File: config.mk
export PLATFORM = sky130hd
export DESIGN_NAME = ufmc_ctrl
export DESIGN_NICKNAME = d
export VERILOG_FILES = /design/src/ufmc_pkg.sv /design/src/ufmc_ctrl.sv
export SDC_FILE = /design/constraint.sdc
export NUM_CORES = 1
export LEC_CHECK = 0
export ABC_AREA = 0
export BUFFER_PORTS_ARGS = -buffer_cell sky130_fd_sc_hd__buf_4
export CORE_AREA = 2 2 39 41
export DETAILED_ROUTE_END_ITERATION = 8
export DIE_AREA = 0 0 41 43
export GPL_ROUTABILITY_DRIVEN = 0
export SETUP_SLACK_MARGIN = 0.2
export SLEW_MARGIN = 5
export SYNTH_ARGS = -nofsm -noshare
export SYNTH_HDL_FRONTEND = slang
export SYNTH_SLANG_ARGS = --single-unit
File: constraint.sdc
create_clock -name clk_i -period 2.33 [get_ports clk_i]
set_clock_uncertainty 0.05 [all_clocks]
set_input_delay 0.3495 -clock clk_i [delete_from_list [all_inputs] [get_ports clk_i]]
set_output_delay 0.3495 -clock clk_i [all_outputs]
set_load 0.05 [all_outputs]
File: src/ufmc_pkg.sv
// Shared types and constants for the union-find spanning tree cost block.
`timescale 1ns / 1ps
`default_nettype none

package ufmc_pkg;

  localparam int VERTICES = 1024;
  localparam int VTX_W    = $clog2(VERTICES);
  localparam int VIN_W    = 10;
  localparam int WGT_W    = 16;
  localparam int COST_W   = 32;
  localparam logic [COST_W-1:0] COST_MAX = {COST_W{1'b1}};

  typedef enum logic [3:0] {
    ST_INIT,
    ST_IDLE,
    ST_CLEAR,
    ST_FIND1,
    ST_HALF1,
    ST_FIND2,
    ST_HALF2,
    ST_LINK,
    ST_DONE
  } state_e;

  typedef enum logic [1:0] {
    RD_A,
    RD_B,
    RD_DATA
  } rd_src_e;

  typedef struct packed {
    logic    cap;
    logic    clr_cost;
    logic    sweep;
    logic    root1;
    logic    halve;
    logic    link;
    rd_src_e rd_src;
  } ctrl_t;

  typedef struct packed {
    logic in_range;
    logic at_root;
    logic same_root;
    logic sweep_last;
  } stat_t;

endpackage

`default_nettype wire

File: src/ufmc_ctrl.sv
// Controller state machine: sequences the sweep, both root walks and the link.
`timescale 1ns / 1ps
`default_nettype none

module ufmc_ctrl (
  input  wire logic            clk_i,
  input  wire logic            rst_ni,
  input  wire logic            start_i,
  input  wire logic            command_i,
  input  wire ufmc_pkg::stat_t stat_i,
  output ufmc_pkg::ctrl_t      ctrl_o,
  output logic                 busy_o,
  output logic                 done_o
);

  ufmc_pkg::state_e state_q, state_d;

  always_ff @(posedge clk_i or negedge rst_ni) begin
    if (!rst_ni) begin
      state_q <= ufmc_pkg::ST_INIT;
    end else begin
      state_q <= state_d;
    end
  end

  always_comb begin
    state_d = state_q;
    unique case (state_q)
      ufmc_pkg::ST_INIT: begin
        if (stat_i.sweep_last) state_d = ufmc_pkg::ST_IDLE;
      end
      ufmc_pkg::ST_IDLE: begin
        if (start_i) begin
          if (command_i)             state_d = ufmc_pkg::ST_CLEAR;
          else if (!stat_i.in_range) state_d = ufmc_pkg::ST_DONE;
          else                       state_d = ufmc_pkg::ST_FIND1;
        end
      end
      ufmc_pkg::ST_CLEAR: begin
        if (stat_i.sweep_last) state_d = ufmc_pkg::ST_DONE;
      end
      ufmc_pkg::ST_FIND1: begin
        state_d = stat_i.at_root ? ufmc_pkg::ST_FIND2 : ufmc_pkg::ST_HALF1;
      end
      ufmc_pkg::ST_HALF1: state_d = ufmc_pkg::ST_FIND1;
      ufmc_pkg::ST_FIND2: begin
        if (!stat_i.at_root)       state_d = ufmc_pkg::ST_HALF2;
        else if (stat_i.same_root) state_d = ufmc_pkg::ST_DONE;
        else                       state_d = ufmc_pkg::ST_LINK;
      end
      ufmc_pkg::ST_HALF2: state_d = ufmc_pkg::ST_FIND2;
      ufmc_pkg::ST_LINK:  state_d = ufmc_pkg::ST_DONE;
      ufmc_pkg::ST_DONE:  state_d = ufmc_pkg::ST_IDLE;
      default:            state_d = ufmc_pkg::ST_INIT;
    endcase
  end

  // The read address normally follows the word just read, which walks the chain.
  always_comb begin
    ctrl_o = '{cap: 1'b0, clr_cost: 1'b0, sweep: 1'b0, root1: 1'b0,
               halve: 1'b0, link: 1'b0, rd_src: ufmc_pkg::RD_DATA};
    unique case (state_q)
      ufmc_pkg::ST_INIT:  ctrl_o.sweep = 1'b1;
      ufmc_pkg::ST_IDLE: begin
        ctrl_o.rd_src   = ufmc_pkg::RD_A;
        ctrl_o.cap      = start_i;
        ctrl_o.clr_cost = start_i & command_i;
      end
      ufmc_pkg::ST_CLEAR: ctrl_o.sweep = 1'b1;
      ufmc_pkg::ST_FIND1: begin
        if (stat_i.at_root) begin
          ctrl_o.root1  = 1'b1;
          ctrl_o.rd_src = ufmc_pkg::RD_B;
        end
      end
      ufmc_pkg::ST_HALF1: ctrl_o.halve = 1'b1;
      ufmc_pkg::ST_FIND2: ;
      ufmc_pkg::ST_HALF2: ctrl_o.halve = 1'b1;
      ufmc_pkg::ST_LINK:  ctrl_o.link  = 1'b1;
      ufmc_pkg::ST_DONE:  ;
      default:            ;
    endcase
  end

  assign busy_o = (state_q != ufmc_pkg::ST_IDLE);
  assign done_o = (state_q == ufmc_pkg::ST_DONE);

endmodule

`default_nettype wire

==> impl_metrics.toml <==
[grt]
overflow_left_after_global_routing = 0
vias_in_the_first_global_route = 341
grt_pass1_wl_um = 1360
grt_antenna_before_repair = 0
groute.usage.overall_pct = 11.4
pin_count_of_the_biggest_net_entering_global_routing = 15

[drt]
detailroute.wirelength.met2_um = 453
wl_per_cell_um = 11.2
drtIter0Drc = 12
route.detailed.drc = 0
wirelength_met1_um = 425
detailedRoute.firstPassIterationCount = 4
totalWireLength_um = 955
top_layer_used_by_detailed_routing = "met3"
met3RoutedLength_um = 77
num_vias = 423
final_ant_viol_nets = 0
post_drt_via_cell_ratio = 4.98

[placed_design]
placedCellCount = 81
portBuffers = 17
dp_worst_setup_slack_ns = 0.595
instance_area_after_placement_um2 = 522
hpwlAfterDp_um = 737

[cts]
cts-resized-gates = 0
cts.clk_slew.worst_paths_ns = 0.04
cts-root-to-sink-buffers = 2
numClockSinks = 4
cts_max_level = 1
clock_root_cell = "sky130_fd_sc_hd__clkbuf_4"
clock_tree_from_tritoncts = "built"
cts_inserted_buffers = 3
clk-insertion-delay-late_ns = 0.23

[critical_path]
critical_path_arrival_ns = 1.57
crit_path_start_kind = "register"
worstSetupPathType = "register to output port"
timing.critical_path.to_type = "output port"
cp_max_fo = 14
required_ns = 1.93

[floorplan]
core_um2 = 1380
top_ports = 18
die_area_um2 = 1760
fp.dieH_um = 43
std_cell_rows = 14
initial_core_util_pct = 28.8
die-width_um = 41

[finish]
utilization_after_layout_pct = 40.1
num_antenna_cells = 0
reg.largest.list = "state_q x4"
layoutNonFillerInstCount = 85
fin_nets = 79
fin_area_um2 = 554
fillCellCount = 151
syn2layout_area_growth_pct = 39.3
largest-register = "state_q"
drive_above_1_share_pct = 34.8
flip_flop_count_of_the_largest_register_after_layout = 4

[pwr]
ir_worst_vdd_uv = 585
power.density_nw_per_um2 = 1640
leakage_power_uw = 0.000259

[timing]
post-route-worst-setup-slack_ns = 0.359
worst-slew-pin-transition_ns = 0.416
finalSetupTns_ns = 0
min_period_over_period_pct = 84.6
finalCriticalPeriod_ns = 1.97
rsz0062_at_grt = "no"
slew_headroom_pct = 72.2
setup_viol = 0
hold_viol_final = 0
max_freq_mhz = 507
final-max-slew-violation-count = 0

[synth]
synthDistinctLibCells = 30
syn_avg_cell_area_um2 = 7.65
ys_seq_elements = 4
syn_nets = 60
synth_cells = 52
seq_area_frac_synth_pct = 25.2
yosys_warnings = 0
synth_area_um2 = 398

[job]
cap_viol_max_count = 0

[worst_hold_path]
timing.hold.worst.class = "input port to register"

[run_status]
outcome = "finished, final reports clean"
[synthesized netlist by cell type, drive strengths merged]
library cell  count  share of area, %
a21boi            1               1.9
nand3             1               1.3
o22ai             1               1.6
a211o             1               2.2
o32ai             1               2.2
and3              2               3.1
nand2             4               3.8
nor3              2               2.5
buf               4               8.2
a21o              1               1.9
dfrtp             4                25
o21ai             3               4.7
nor2b             2               3.1
nand2b            2               3.1
nor4b             1               2.2
or2b              1               1.9
or3               1               1.6
o32a              1               2.5
or3b              2               4.4
and2              1               1.6
o31ai             1               1.9
nand4             1               1.6
inv               2               1.9
nor2              7               6.6
a211oi            2               3.8
and2b             1               1.9
a21oi             2               3.5
[area by class of cell]
cell class	instances	area [um^2]	area share (%)
Sequential cell	4	100	18.1
Tap cell	16	20.0	3.61
Clock buffer	3	22.5	4.06
Multi-Input combinational cell	42	267	48.1
Timing Repair Buffer	18	138	24.8
Inverter	2	7.51	1.35
[cells by family (layout without fill, tap and decap cells)]
logic type / after synthesis / count (layout) / synth area share [%]
AND/OR/NAND/NOR: 28 / 28 / 38.7
AO/OA/AOI/OAI: 14 / 14 / 26.1
buffers and inverters: 6 / 23 / 10.1
flip-flops: 4 / 4 / 25.2
[worst paths after layout]
kind	start	to	slack [ns]	cells past startpoint
hold reg to reg	state_q[3]	state_q[2]	0.71	2
setup reg to reg	state_q[2]	state_q[0]	0.80	4
hold / removal	stat_i[0]	state_q[1]	0.28	2
max in group asynchronous	rst_ni	state_q[0]	1.73	2
min in group asynchronous	rst_ni	state_q[1]	0.40	2
setup / recovery	state_q[0]	ctrl_o[6]	0.36	4
[where the power goes]
part           switching, uW  internal, uW  total (uW)
combinational            408           225         633
sequential              94.1           100         195
clock                   26.5          57.5        84.0
[worst max-delay path, stage by stage (launching register included)]
cell,delay [ns]
sky130_fd_sc_hd__dfrtp_1,0.56
sky130_fd_sc_hd__nor2b_1,0.26
sky130_fd_sc_hd__and3_1,0.20
sky130_fd_sc_hd__and2_1,0.12
sky130_fd_sc_hd__buf_4,0.19
[per-stage QoR]
stage          power [uW]  hold WS [ns]
2_1_floorplan         697       0.00391
3_3_place_gp          831        0.0962
3_5_place_dp          829        0.0954
4_1_cts               917         0.279
5_1_grt               982         0.275
6_report              912         0.280
[routing by layer]
metal | vias up | global-route usage [%]
met4 | 0 | 8.00
met1 | 186 | 15.4
met2 | 17 | 15.9
met5 | - | 0
met3 | 0 | 1.57
li1 | 220 | -
[cells in the final DEF (no fill, tap or decap)]
cell | synthesis | layout
sky130_fd_sc_hd__a211o_1 | 1 | 1
sky130_fd_sc_hd__a211oi_1 | 2 | 2
sky130_fd_sc_hd__a21boi_0 | 1 | 1
sky130_fd_sc_hd__a21o_1 | 1 | 1
sky130_fd_sc_hd__a21oi_1 | 1 | 1
sky130_fd_sc_hd__a21oi_2 | 1 | 1
sky130_fd_sc_hd__and2_1 | 1 | 1
sky130_fd_sc_hd__and2b_1 | 1 | 1
sky130_fd_sc_hd__and3_1 | 2 | 2
sky130_fd_sc_hd__buf_4 | 0 | 17
sky130_fd_sc_hd__clkbuf_4 | 0 | 3
sky130_fd_sc_hd__dfrtp_1 | 4 | 4
sky130_fd_sc_hd__dlygate4sd3_1 | 0 | 1
sky130_fd_sc_hd__inv_1 | 2 | 2
sky130_fd_sc_hd__nand2_1 | 4 | 4
sky130_fd_sc_hd__nand2b_1 | 2 | 2
sky130_fd_sc_hd__nand3_1 | 1 | 1
sky130_fd_sc_hd__nand4_1 | 1 | 1
sky130_fd_sc_hd__nor2_1 | 7 | 6
sky130_fd_sc_hd__nor2_2 | 0 | 1
sky130_fd_sc_hd__nor2b_1 | 2 | 2
sky130_fd_sc_hd__nor3_1 | 2 | 2
sky130_fd_sc_hd__nor4b_2 | 0 | 1
sky130_fd_sc_hd__o21ai_0 | 2 | 2
sky130_fd_sc_hd__o21ai_2 | 1 | 1
sky130_fd_sc_hd__o22ai_1 | 1 | 1
sky130_fd_sc_hd__o31ai_1 | 1 | 1
sky130_fd_sc_hd__o32a_1 | 1 | 1
sky130_fd_sc_hd__o32ai_1 | 1 | 1
sky130_fd_sc_hd__or2b_1 | 1 | 1
sky130_fd_sc_hd__or3_1 | 1 | 1
sky130_fd_sc_hd__or3b_1 | 2 | 2
[timing repair]
action,4_1_cts,5_1_grt
setup buffers,0,0
setup endpoints to repair,0,0
hold buffers,1,0
hold endpoints to repair,4,0
Note: power is estimated with default switching activity, not from simulation.
